[src/rtl/csx_pkg.sv]
`timescale 1ns / 1ps
// Shared types, register codes and binary32 helper functions for the complex AXPY core.
// It has no dependencies. csx_fmul, csx_fadd and the core use it.
package csx_pkg;

  localparam int unsigned CfgIdxW = 3;

  localparam logic [CfgIdxW-1:0] REG_ALPHA_REAL = 3'd0;
  localparam logic [CfgIdxW-1:0] REG_ALPHA_IMAG = 3'd1;
  localparam logic [CfgIdxW-1:0] REG_VEC_LEN    = 3'd2;
  localparam logic [CfgIdxW-1:0] REG_X_STRIDE   = 3'd3;
  localparam logic [CfgIdxW-1:0] REG_Y_STRIDE   = 3'd4;

  localparam logic [31:0] CANON_NAN    = 32'h7FC0_0000;
  localparam logic [31:0] STRIDE_RESET = 32'd1;

  typedef struct packed {
    logic [31:0] element_index;
    logic [31:0] x_real;
    logic [31:0] x_imag;
    logic [31:0] y_real;
    logic [31:0] y_imag;
  } in_item_t;

  typedef struct packed {
    logic [31:0] sum_real;
    logic [31:0] sum_imag;
    logic [62:0] x_element_offset;
    logic [62:0] y_element_offset;
  } out_item_t;

  typedef struct packed {
    logic [CfgIdxW-1:0] index;
    logic [31:0]        value;
  } cfg_req_t;

  // Position of the most significant set bit; zero for an all-zero word.
  function automatic logic [5:0] lead_one(input logic [47:0] v);
    logic [5:0] pos;
    pos = 6'd0;
    for (int i = 0; i < 48; i++) begin
      if (v[i]) pos = 6'(i);
    end
    return pos;
  endfunction

  // Rounds to nearest even and packs. A subnormal mantissa has bit 23 clear,
  // and a carry out of the fraction moves naturally into the exponent field.
  function automatic logic [31:0] round_pack(input logic sign, input logic signed [12:0] e,
                                             input logic [23:0] m, input logic g,
                                             input logic s);
    logic [7:0]  ef;
    logic [30:0] body;
    logic        up;
    ef   = m[23] ? e[7:0] : 8'd0;
    up   = g & (s | m[0]);
    body = {ef, m[22:0]} + {30'd0, up};
    if (e >= 13'sd255) begin
      return {sign, 8'hFF, 23'd0};
    end
    return {sign, body};
  endfunction

endpackage

[src/rtl/csx_chan_if.sv]
`timescale 1ns / 1ps
// Valid/ready channel carrying one payload of type T per request.
// The payload types come from csx_pkg.
interface csx_chan_if #(parameter type T = logic);
  logic valid;
  logic ready;
  T     data;

  modport source(output valid, output data, input ready);
  modport sink(input valid, input data, output ready);
endinterface

[src/rtl/csx_fmul.sv]
`timescale 1ns / 1ps
// Two-stage binary32 multiplier: mantissa product, then normalise and round.
// Uses csx_pkg for the leading-one search and the rounding helper.
module csx_fmul (
  input  logic        clk,
  input  logic        en,
  input  logic [31:0] a,
  input  logic [31:0] b,
  output logic [31:0] p
);

  logic [7:0]         ea, eb, eae, ebe;
  logic               a_nan, b_nan, a_inf, b_inf, a_zero, b_zero;
  logic [47:0]        prod_nxt, prod_r;
  logic signed [12:0] exp_nxt, exp_r;
  logic               sign_r, nan_r, inf_r, zero_r;
  logic               nan_nxt, inf_nxt, zero_nxt;

  logic [5:0]         pos;
  logic signed [12:0] e, eo, rdist;
  logic [47:0]        norm_l, n;
  logic [5:0]         rsh;
  logic               lost;
  logic [31:0]        p_nxt, p_r;

  always_comb begin
    ea       = a[30:23];
    eb       = b[30:23];
    eae      = (ea == 8'd0) ? 8'd1 : ea;
    ebe      = (eb == 8'd0) ? 8'd1 : eb;
    a_nan    = (ea == 8'hFF) && (a[22:0] != 23'd0);
    b_nan    = (eb == 8'hFF) && (b[22:0] != 23'd0);
    a_inf    = (ea == 8'hFF) && (a[22:0] == 23'd0);
    b_inf    = (eb == 8'hFF) && (b[22:0] == 23'd0);
    a_zero   = (ea == 8'd0) && (a[22:0] == 23'd0);
    b_zero   = (eb == 8'd0) && (b[22:0] == 23'd0);
    nan_nxt  = a_nan | b_nan | (a_inf & b_zero) | (b_inf & a_zero);
    inf_nxt  = (a_inf | b_inf) & ~nan_nxt;
    zero_nxt = (a_zero | b_zero) & ~nan_nxt & ~inf_nxt;
    prod_nxt = {24'd0, |ea, a[22:0]} * {24'd0, |eb, b[22:0]};
    exp_nxt  = $signed({5'd0, eae}) + $signed({5'd0, ebe}) - 13'sd127;
  end

  always_ff @(posedge clk) begin
    if (en) begin
      prod_r <= prod_nxt;
      exp_r  <= exp_nxt;
      sign_r <= a[31] ^ b[31];
      nan_r  <= nan_nxt;
      inf_r  <= inf_nxt;
      zero_r <= zero_nxt;
    end
  end

  always_comb begin
    pos    = csx_pkg::lead_one(prod_r);
    e      = exp_r + $signed({7'd0, pos}) - 13'sd46;
    norm_l = prod_r << (6'd47 - pos);
    rdist  = 13'sd1 - e;
    if (e >= 13'sd1) begin
      rsh = 6'd0;
    end else if (rdist > 13'sd49) begin
      rsh = 6'd49;
    end else begin
      rsh = rdist[5:0];
    end
    n    = norm_l >> rsh;
    lost = |(norm_l & ~({48{1'b1}} << rsh));
    eo   = (e >= 13'sd1) ? e : 13'sd0;
    if (nan_r) begin
      p_nxt = csx_pkg::CANON_NAN;
    end else if (inf_r) begin
      p_nxt = {sign_r, 8'hFF, 23'd0};
    end else if (zero_r) begin
      p_nxt = {sign_r, 31'd0};
    end else begin
      p_nxt = csx_pkg::round_pack(sign_r, eo, n[47:24], n[23], (|n[22:0]) | lost);
    end
  end

  always_ff @(posedge clk) begin
    if (en) begin
      p_r <= p_nxt;
    end
  end

  assign p = p_r;

endmodule

[src/rtl/csx_fadd.sv]
`timescale 1ns / 1ps
// Two-stage binary32 adder: order and align, then add, normalise and round.
// Uses csx_pkg for the leading-one search and the rounding helper.
module csx_fadd (
  input  logic        clk,
  input  logic        en,
  input  logic [31:0] a,
  input  logic [31:0] b,
  output logic [31:0] s
);

  logic [31:0]        big, sml;
  logic [7:0]         ebb, ebs, dexp;
  logic [4:0]         ash;
  logic [26:0]        mbig_nxt, msml, al_nxt;
  logic               a_nan, b_nan, a_inf, b_inf;
  logic               nan_nxt, inf_nxt, inf_sign_nxt;

  logic [26:0]        mbig_r, al_r;
  logic [7:0]         ebe_r;
  logic               sign_r, sub_r, nan_r, inf_r, inf_sign_r;

  logic [27:0]        sum;
  logic [5:0]         pos;
  logic [4:0]         lz;
  logic [26:0]        n;
  logic signed [12:0] e;
  logic [31:0]        s_nxt, s_r;

  always_comb begin
    a_nan        = (a[30:23] == 8'hFF) && (a[22:0] != 23'd0);
    b_nan        = (b[30:23] == 8'hFF) && (b[22:0] != 23'd0);
    a_inf        = (a[30:23] == 8'hFF) && (a[22:0] == 23'd0);
    b_inf        = (b[30:23] == 8'hFF) && (b[22:0] == 23'd0);
    nan_nxt      = a_nan | b_nan | (a_inf & b_inf & (a[31] ^ b[31]));
    inf_nxt      = (a_inf | b_inf) & ~nan_nxt;
    inf_sign_nxt = a_inf ? a[31] : b[31];
    if (a[30:0] >= b[30:0]) begin
      big = a;
      sml = b;
    end else begin
      big = b;
      sml = a;
    end
    ebb      = (big[30:23] == 8'd0) ? 8'd1 : big[30:23];
    ebs      = (sml[30:23] == 8'd0) ? 8'd1 : sml[30:23];
    dexp     = ebb - ebs;
    ash      = (dexp > 8'd31) ? 5'd31 : dexp[4:0];
    mbig_nxt = {|big[30:23], big[22:0], 3'd0};
    msml     = {|sml[30:23], sml[22:0], 3'd0};
    al_nxt   = msml >> ash;
    // Bits shifted out of the smaller operand fold into the sticky bit.
    al_nxt[0] = al_nxt[0] | (|(msml & ~({27{1'b1}} << ash)));
  end

  always_ff @(posedge clk) begin
    if (en) begin
      mbig_r     <= mbig_nxt;
      al_r       <= al_nxt;
      ebe_r      <= ebb;
      sign_r     <= big[31];
      sub_r      <= big[31] ^ sml[31];
      nan_r      <= nan_nxt;
      inf_r      <= inf_nxt;
      inf_sign_r <= inf_sign_nxt;
    end
  end

  always_comb begin
    sum = sub_r ? ({1'b0, mbig_r} - {1'b0, al_r}) : ({1'b0, mbig_r} + {1'b0, al_r});
    pos = csx_pkg::lead_one({20'd0, sum});
    lz  = 5'd0;
    if (pos == 6'd27) begin
      n = {sum[27:2], sum[1] | sum[0]};
      e = $signed({5'd0, ebe_r}) + 13'sd1;
    end else begin
      lz = 5'(6'd26 - pos);
      if ({3'd0, lz} < ebe_r) begin
        n = sum[26:0] << lz;
        e = $signed({5'd0, ebe_r}) - $signed({8'd0, lz});
      end else begin
        n = sum[26:0] << (ebe_r - 8'd1);
        e = 13'sd0;
      end
    end
    if (nan_r) begin
      s_nxt = csx_pkg::CANON_NAN;
    end else if (inf_r) begin
      s_nxt = {inf_sign_r, 8'hFF, 23'd0};
    end else if (sum == 28'd0) begin
      // An exact zero is positive unless both operands were negative zeros.
      s_nxt = {sign_r & ~sub_r, 31'd0};
    end else begin
      s_nxt = csx_pkg::round_pack(sign_r, e, n[26:3], n[2], |n[1:0]);
    end
  end

  always_ff @(posedge clk) begin
    if (en) begin
      s_r <= s_nxt;
    end
  end

  assign s = s_r;

endmodule

[src/rtl/csx_offset.sv]
`timescale 1ns / 1ps
// Three-stage strided element offset: position and magnitude, two 32-bit products, sum.
// Stands alone; instantiated twice by the core.
module csx_offset (
  input  logic        clk,
  input  logic        en,
  input  logic [31:0] stride,
  input  logic [31:0] vec_len,
  input  logic [31:0] index,
  output logic [62:0] offset
);

  logic        neg;
  logic [63:0] pos;
  logic [31:0] mag_nxt, mag_r, pl_r;
  logic [30:0] ph_r;
  logic [63:0] lo_nxt, lo_r;
  logic [62:0] hi_full;
  logic [30:0] hi_r;
  logic [62:0] off_r;

  always_comb begin
    neg     = stride[31];
    mag_nxt = neg ? (~stride + 32'd1) : stride;
    pos     = neg ? ({32'd0, vec_len} - 64'd1 - {32'd0, index}) : {32'd0, index};
  end

  always_ff @(posedge clk) begin
    if (en) begin
      mag_r <= mag_nxt;
      pl_r  <= pos[31:0];
      ph_r  <= pos[62:32];
    end
  end

  // Only the low 63 bits are kept, so the upper half needs 31 bits of its product.
  always_comb begin
    lo_nxt  = {32'd0, pl_r} * {32'd0, mag_r};
    hi_full = {32'd0, ph_r} * {31'd0, mag_r};
  end

  always_ff @(posedge clk) begin
    if (en) begin
      lo_r  <= lo_nxt;
      hi_r  <= hi_full[30:0];
      off_r <= lo_r[62:0] + {hi_r, 32'd0};
    end
  end

  assign offset = off_r;

endmodule

[src/rtl/complex_saxpy_element_core.sv]
`timescale 1ns / 1ps
// Complex single-precision AXPY core, one element per request: y' = alpha*x + y.
// Depends on csx_pkg, csx_chan_if, csx_fmul, csx_fadd and csx_offset.
//
// Channels: in_chan takes an element index and the binary32 parts of x and y;
// out_chan returns both parts of the sum and the strided offsets of x and y;
// cfg_chan writes alpha, the vector length and the two strides, and is always ready.
// Configuration must be written only while no element is in flight (not enforced).
// The pipeline from an accepted request to its result on out_chan has
// two stages of multiplication, two for the first addition (real difference
// and imaginary sum) and two for the addition of y. The offsets are computed
// alongside in csx_offset and are delayed to match.
// Throughput is one element per cycle and a new request may follow every cycle, while out_chan does not stall.
// Reset (rst_n low at a clock edge) empties the pipeline and sets alpha and
// the vector length to zero and both strides to one.
// When out_chan is not ready while a result waits, the whole pipeline holds
// and in_chan.ready drops; bubbles further up are not squeezed out, and only
// an empty output slot or a ready out_chan keeps in_chan.ready high.
module complex_saxpy_element_core (
  input  logic clk,
  input  logic rst_n,
  csx_chan_if.sink   in_chan,
  csx_chan_if.source out_chan,
  csx_chan_if.sink   cfg_chan
);

  localparam int unsigned Depth = 6;

  csx_pkg::in_item_t  req;
  csx_pkg::cfg_req_t  creq;
  csx_pkg::out_item_t res;

  logic [31:0] alpha_re_r, alpha_im_r, vec_len_r, x_stride_r, y_stride_r;
  logic [Depth-1:0] vld_r;
  logic        adv;

  logic [31:0] p0, p1, p2, p3, dif, smm, re, im;
  logic [31:0] yr_r [4];
  logic [31:0] yi_r [4];
  logic [62:0] xoff, yoff;
  logic [62:0] xoff_r [3];
  logic [62:0] yoff_r [3];

  assign req  = in_chan.data;
  assign creq = cfg_chan.data;

  // The pipeline moves whenever the output slot is empty or being taken.
  assign adv           = ~vld_r[Depth-1] | out_chan.ready;
  assign in_chan.ready = adv;
  assign cfg_chan.ready = 1'b1;

  always_ff @(posedge clk) begin
    if (!rst_n) begin
      alpha_re_r <= '0;
      alpha_im_r <= '0;
      vec_len_r  <= '0;
      x_stride_r <= csx_pkg::STRIDE_RESET;
      y_stride_r <= csx_pkg::STRIDE_RESET;
    end else if (cfg_chan.valid) begin
      case (creq.index)
        csx_pkg::REG_ALPHA_REAL: alpha_re_r <= creq.value;
        csx_pkg::REG_ALPHA_IMAG: alpha_im_r <= creq.value;
        csx_pkg::REG_VEC_LEN:    vec_len_r  <= creq.value;
        csx_pkg::REG_X_STRIDE:   x_stride_r <= creq.value;
        csx_pkg::REG_Y_STRIDE:   y_stride_r <= creq.value;
        default: begin
        end
      endcase
    end
  end

  always_ff @(posedge clk) begin
    if (!rst_n) begin
      vld_r <= '0;
    end else if (adv) begin
      vld_r <= {vld_r[Depth-2:0], in_chan.valid};
    end
  end

  csx_fmul u_mul_p0 (.clk(clk), .en(adv), .a(alpha_re_r), .b(req.x_real), .p(p0));
  csx_fmul u_mul_p1 (.clk(clk), .en(adv), .a(alpha_im_r), .b(req.x_imag), .p(p1));
  csx_fmul u_mul_p2 (.clk(clk), .en(adv), .a(alpha_re_r), .b(req.x_imag), .p(p2));
  csx_fmul u_mul_p3 (.clk(clk), .en(adv), .a(alpha_im_r), .b(req.x_real), .p(p3));

  // Subtraction is addition with the sign of the second product flipped.
  csx_fadd u_add_dif (.clk(clk), .en(adv), .a(p0), .b({~p1[31], p1[30:0]}), .s(dif));
  csx_fadd u_add_smm (.clk(clk), .en(adv), .a(p2), .b(p3), .s(smm));

  csx_fadd u_add_re (.clk(clk), .en(adv), .a(dif), .b(yr_r[3]), .s(re));
  csx_fadd u_add_im (.clk(clk), .en(adv), .a(smm), .b(yi_r[3]), .s(im));

  csx_offset u_off_x (
    .clk(clk), .en(adv), .stride(x_stride_r), .vec_len(vec_len_r),
    .index(req.element_index), .offset(xoff)
  );
  csx_offset u_off_y (
    .clk(clk), .en(adv), .stride(y_stride_r), .vec_len(vec_len_r),
    .index(req.element_index), .offset(yoff)
  );

  always_ff @(posedge clk) begin
    if (adv) begin
      yr_r[0]   <= req.y_real;
      yi_r[0]   <= req.y_imag;
      for (int i = 1; i < 4; i++) begin
        yr_r[i] <= yr_r[i-1];
        yi_r[i] <= yi_r[i-1];
      end
      xoff_r[0] <= xoff;
      yoff_r[0] <= yoff;
      for (int i = 1; i < 3; i++) begin
        xoff_r[i] <= xoff_r[i-1];
        yoff_r[i] <= yoff_r[i-1];
      end
    end
  end

  always_comb begin
    res.sum_real         = re;
    res.sum_imag         = im;
    res.x_element_offset = xoff_r[2];
    res.y_element_offset = yoff_r[2];
  end

  assign out_chan.valid = vld_r[Depth-1];
  assign out_chan.data  = res;

endmodule
[src/flat_wrapper.sv]
// flat-port wrapper written by rule: the top's interface ports become plain ports
module complex_saxpy_element_core_flat 
  (clk, rst_n, in_chan_valid, in_chan_data, in_chan_ready, out_chan_valid, out_chan_data, out_chan_ready, cfg_chan_valid, cfg_chan_data, cfg_chan_ready);
  csx_chan_if in_chan_i ();
  csx_chan_if out_chan_i ();
  csx_chan_if cfg_chan_i ();
  input  logic clk;
  input  logic rst_n;
  input wire logic [$bits(in_chan_i.valid)-1:0] in_chan_valid;
  input wire logic [$bits(in_chan_i.data)-1:0] in_chan_data;
  output wire logic [$bits(in_chan_i.ready)-1:0] in_chan_ready;
  output wire logic [$bits(out_chan_i.valid)-1:0] out_chan_valid;
  output wire logic [$bits(out_chan_i.data)-1:0] out_chan_data;
  input wire logic [$bits(out_chan_i.ready)-1:0] out_chan_ready;
  input wire logic [$bits(cfg_chan_i.valid)-1:0] cfg_chan_valid;
  input wire logic [$bits(cfg_chan_i.data)-1:0] cfg_chan_data;
  output wire logic [$bits(cfg_chan_i.ready)-1:0] cfg_chan_ready;
  assign in_chan_i.valid = in_chan_valid;
  assign in_chan_i.data = in_chan_data;
  assign in_chan_ready = in_chan_i.ready;
  assign out_chan_valid = out_chan_i.valid;
  assign out_chan_data = out_chan_i.data;
  assign out_chan_i.ready = out_chan_ready;
  assign cfg_chan_i.valid = cfg_chan_valid;
  assign cfg_chan_i.data = cfg_chan_data;
  assign cfg_chan_ready = cfg_chan_i.ready;
  complex_saxpy_element_core u_core (.clk(clk), .rst_n(rst_n), .in_chan(in_chan_i), .out_chan(out_chan_i), .cfg_chan(cfg_chan_i));
endmodule
[config.mk]
export PLATFORM = sky130hd
export DESIGN_NAME = complex_saxpy_element_core_flat
export DESIGN_NICKNAME = d
export VERILOG_FILES = /design/src/rtl/csx_pkg.sv /design/src/rtl/csx_chan_if.sv /design/src/rtl/csx_fmul.sv /design/src/rtl/csx_fadd.sv /design/src/rtl/csx_offset.sv /design/src/rtl/complex_saxpy_element_core.sv /design/src/flat_wrapper.sv
export SDC_FILE = /design/constraint.sdc
export NUM_CORES = 1
export LEC_CHECK = 0
export BUFFER_PORTS_ARGS = -buffer_cell sky130_fd_sc_hd__buf_2
export CORE_AREA = 4 4 41 43
export CTS_CLUSTER_SIZE = 16
export DETAILED_ROUTE_END_ITERATION = 7
export DIE_AREA = 0 0 45 47
export SYNTH_ARGS = -nofsm -noshare
export SYNTH_HDL_FRONTEND = slang
export SYNTH_SLANG_ARGS = --single-unit
[constraint.sdc]
create_clock -name clk -period 0.8 [get_ports clk]
set_input_delay 0.16 -clock clk [delete_from_list [all_inputs] [get_ports clk]]
set_output_delay 0.16 -clock clk [all_outputs]
set_load 0.03 [all_outputs]
==> results.md <==
* R2r setup slk at -0.16 ns
* Final Critical Period at 1.043 ns
* CTS buffer count at 3
* Largest net degree at the start of global routing at 8
* Nets@finish at 41
* RSZ-0062 raised after global routing: true
* Max reg flops at 6
* Slowest CP cell: dfxtp_4
* CP required at 0.64 ns
* Failing checks: negative setup slack
* Gr ovfl total at 0
* Reg2Reg Depth at 4
* Max Buffers Root-to-Sink at 2
* Worst Hold Path EP: u_core.vld_r[0]$_SDFFE_PN0P_
* Initial Utilization at 0.1933
* Worst hold path class: primary input to flop
* Crit-path cells: nor2b_4 > inv_2 > buf_6
* First-pass GRT wire length at 655 um
* GR Layer Usage met1 at 0.04566
* Crit path max fanout at 2
* Setup TNS at -1.169 ns
* Worst-case vdd ir drop at between 0.0006 and 0.0007 V
* Num ports at 11
* Buffers added on ports at 5
* Mapped Area at ~250 um2
* Maximum clock rate at 958.4 MHz
* Drt pass-1 iters at 2
* Setup slack after layout at -0.2434 ns
* Row count at 13
* CP arrival at 0.88 ns
* Number of synthesized flops with an enable pin at 0
* Final hold slack at approximately 0.15 ns
* Worst path bufs/invs at 2
* Root buffer cell: clkbuf_4
* Drt first-iter violations at 1
* R2r startpoint: u_core.vld_r[5]$_SDFFE_PN0P_
* Initial antenna violation count at 0
* Distinct cell type count after synthesis at 9
* Yosys top cell area share at 0.4776
* Final period utilization at 1.304
* DP Worst Slack at -0.07747 ns
* Vias in the first global route at 167
* Async SR Flop Fraction at 0
* WL/cell at 8.208 um
* Full die area at 2115 um2
* Register area share after synthesis at 0.4776
* Routed wire length at 394 um
* Synth top cells by count: dfxtp_1 (6), nand2_1 (6), mux2i_1 (5)
* Core Area at 1301 um2
* CP Class: flop to primary output
* Final Hold Vio Count at 0
* Die W at 45 um
* Cells after Synth at 25
* Final setup violation count at 8
* Register name with the most flops: u_core.vld_r
* Startpoint Class: flop
* Layout cells sized above 1 at 0.3939
* # fillers at 151
* Final Util at 0.2558
* Most crowded layer after global routing: met2
* Final Slew Violations at 0
* Vias at 168
* YS warnings at 0
* Post-DRT Antenna Nets at 0
* #FFs+latches synth at 6
* Pleak at 0.1298 nW
* Largest delay contributor family on the critical path: flip-flops
* Hold Crit Depth at 3
* Primary FF master, synth: dfxtp_1
* CTS tree: built
* Largest regs: u_core.vld_r: 6 flops
* Total GRT Usage at 0.05142
* ANT cells at 0
* Synth area leaders: dfxtp_1 (48%), mux2i_1 (20%), nand2_1 (9.0%), buf_4 (6.0%), nor2b_4 (5.5%)
* CP Capture Type: primary output
* DRC errors left at 0
* Avg Vias per Cell at 3.500
* Dpl hpwl at roughly 270 um
* Max Cap Viol at 0
* Status: finished with violations
* Power Density at 1951 nW/um2
* H-Tree Depth at 1
* Routability cong. at between 0.6 and 0.7
* Yosys top cell by area: dfxtp_1
* Area growth syn-to-layout at 32.34%
* Clk_skew at 0.007032 ns
* Hold Startpoint: in_chan_valid
* Global routing usage on met3 at 0.05747
* FF-to-FF End: u_core.vld_r[2]$_SDFFE_PN0P_
* Met2 Resource Use GR at 0.05932
* DIE HEIGHT at 47 um
* Synth Net Count at 32
* Post-CTS Hold Fix Bufs at 0
* Clk sinks at 6
* Mapped Avg Cell Area at 10.06 um2
* Worst-skew pair later-pin latency at 0.25 ns
* Largest stage delay on the critical path at 0.33 ns
* Worst-path clk slew at 0.05 ns
==> cells by family (layout without fill, tap and decap cells) <==
logic type             Yosys count  after routing  synth area share
other                            2              2           0.02986
DFF                              6              6            0.4776
buffers and inverters            4             12            0.1194
muxes                            5              5            0.1990
and+or+nand+nor                  7              7            0.1443
AOI/OAI and AO/OA                1              1           0.02986
==> routing by layer <==
metal | wire length [um] | share of wire
met2 | 148 | 0.38
met5 | 0 | 0
met3 | 50 | 0.13
met1 | 184 | 0.47
met4 | 12 | 0.030
==> worst reg2reg max path, delay by kind of cell (launching register included) <==
kind,cells,cell delay [ns]
and+or+nand+nor,1,0.14
muxes,1,0.17
buffers and inverters,2,0.24
DFF,1,0.33
==> layout by cell type, fill, tap and decap left out <==
cell type,instances
dfxtp_1,5
buf_4,1
clkbuf_4,3
buf_12,1
clkbuf_1,1
nand2_1,6
mux2i_1,5
o21a_1,1
buf_6,1
conb_1,2
buf_2,4
dfxtp_4,1
nor2b_4,1
inv_2,1
==> report_power, final <==
| group | leakage, nW | total, W | switching, W | internal, W |
|---|---|---|---|---|
| combinational | 0.0651 | 0.0000393 | 0.0000269 | 0.0000124 |
| clock | 0.0150 | 0.000303 | 0.000114 | 0.000189 |
| sequential | 0.0497 | 0.000307 | 0.00000198 | 0.000305 |
| total | 0.130 | 0.000649 | 0.000143 | 0.000506 |
==> metrics by stage <==
step	instances	total power, W	area [um2]
final	48	0.0006493	332.8
after global routing	48	0.0007026	332.8
after CTS	48	0.0006787	332.8
after detailed placement	43	0.0003509	292.8
after global placement	43	0.0003502	292.8
after floorplan	25	0.0003429	255.2
==> worst max path at each step <==
| stage | cells after the start | slack [ns] | startpoint | endpoint |
|---|---|---|---|---|
| after floorplan | 3 | -0.17 | u_core.vld_r[5]$_SDFFE_PN0P_ | in_chan_ready |
| after global placement | 3 | -0.07 | u_core.vld_r[5]$_SDFFE_PN0P_ | in_chan_ready |
| after detailed placement | 3 | -0.08 | u_core.vld_r[5]$_SDFFE_PN0P_ | u_core.vld_r[1]$_SDFFE_PN0P_ |
| after CTS | 3 | -0.26 | u_core.vld_r[5]$_SDFFE_PN0P_ | in_chan_ready |
| after global routing | 3 | -0.29 | u_core.vld_r[5]$_SDFFE_PN0P_ | in_chan_ready |
| final | 3 | -0.24 | u_core.vld_r[5]$_SDFFE_PN0P_ | in_chan_ready |
==> repair_timing <==
item | 4_1_cts | 5_1_grt
pin swaps | 0 | 1
hold endpoints to repair | 0 | 0
buffers inserted | 1 | 0
gates resized for setup | 3 | 0
setup endpoints to repair | 7 | 8
==> layout make-up <==
type / instances / area, um2 / area share
multi-input cells: 15 / 101.3 / 0.3045
repair buffers: 7 / 58.81 / 0.1767
inverters: 1 / 3.754 / 0.01128
well taps: 15 / 18.77 / 0.05639
clock buffers: 4 / 26.28 / 0.07895
flip-flops and latches: 6 / 123.9 / 0.3722
(Power assumes the default switching activity.)
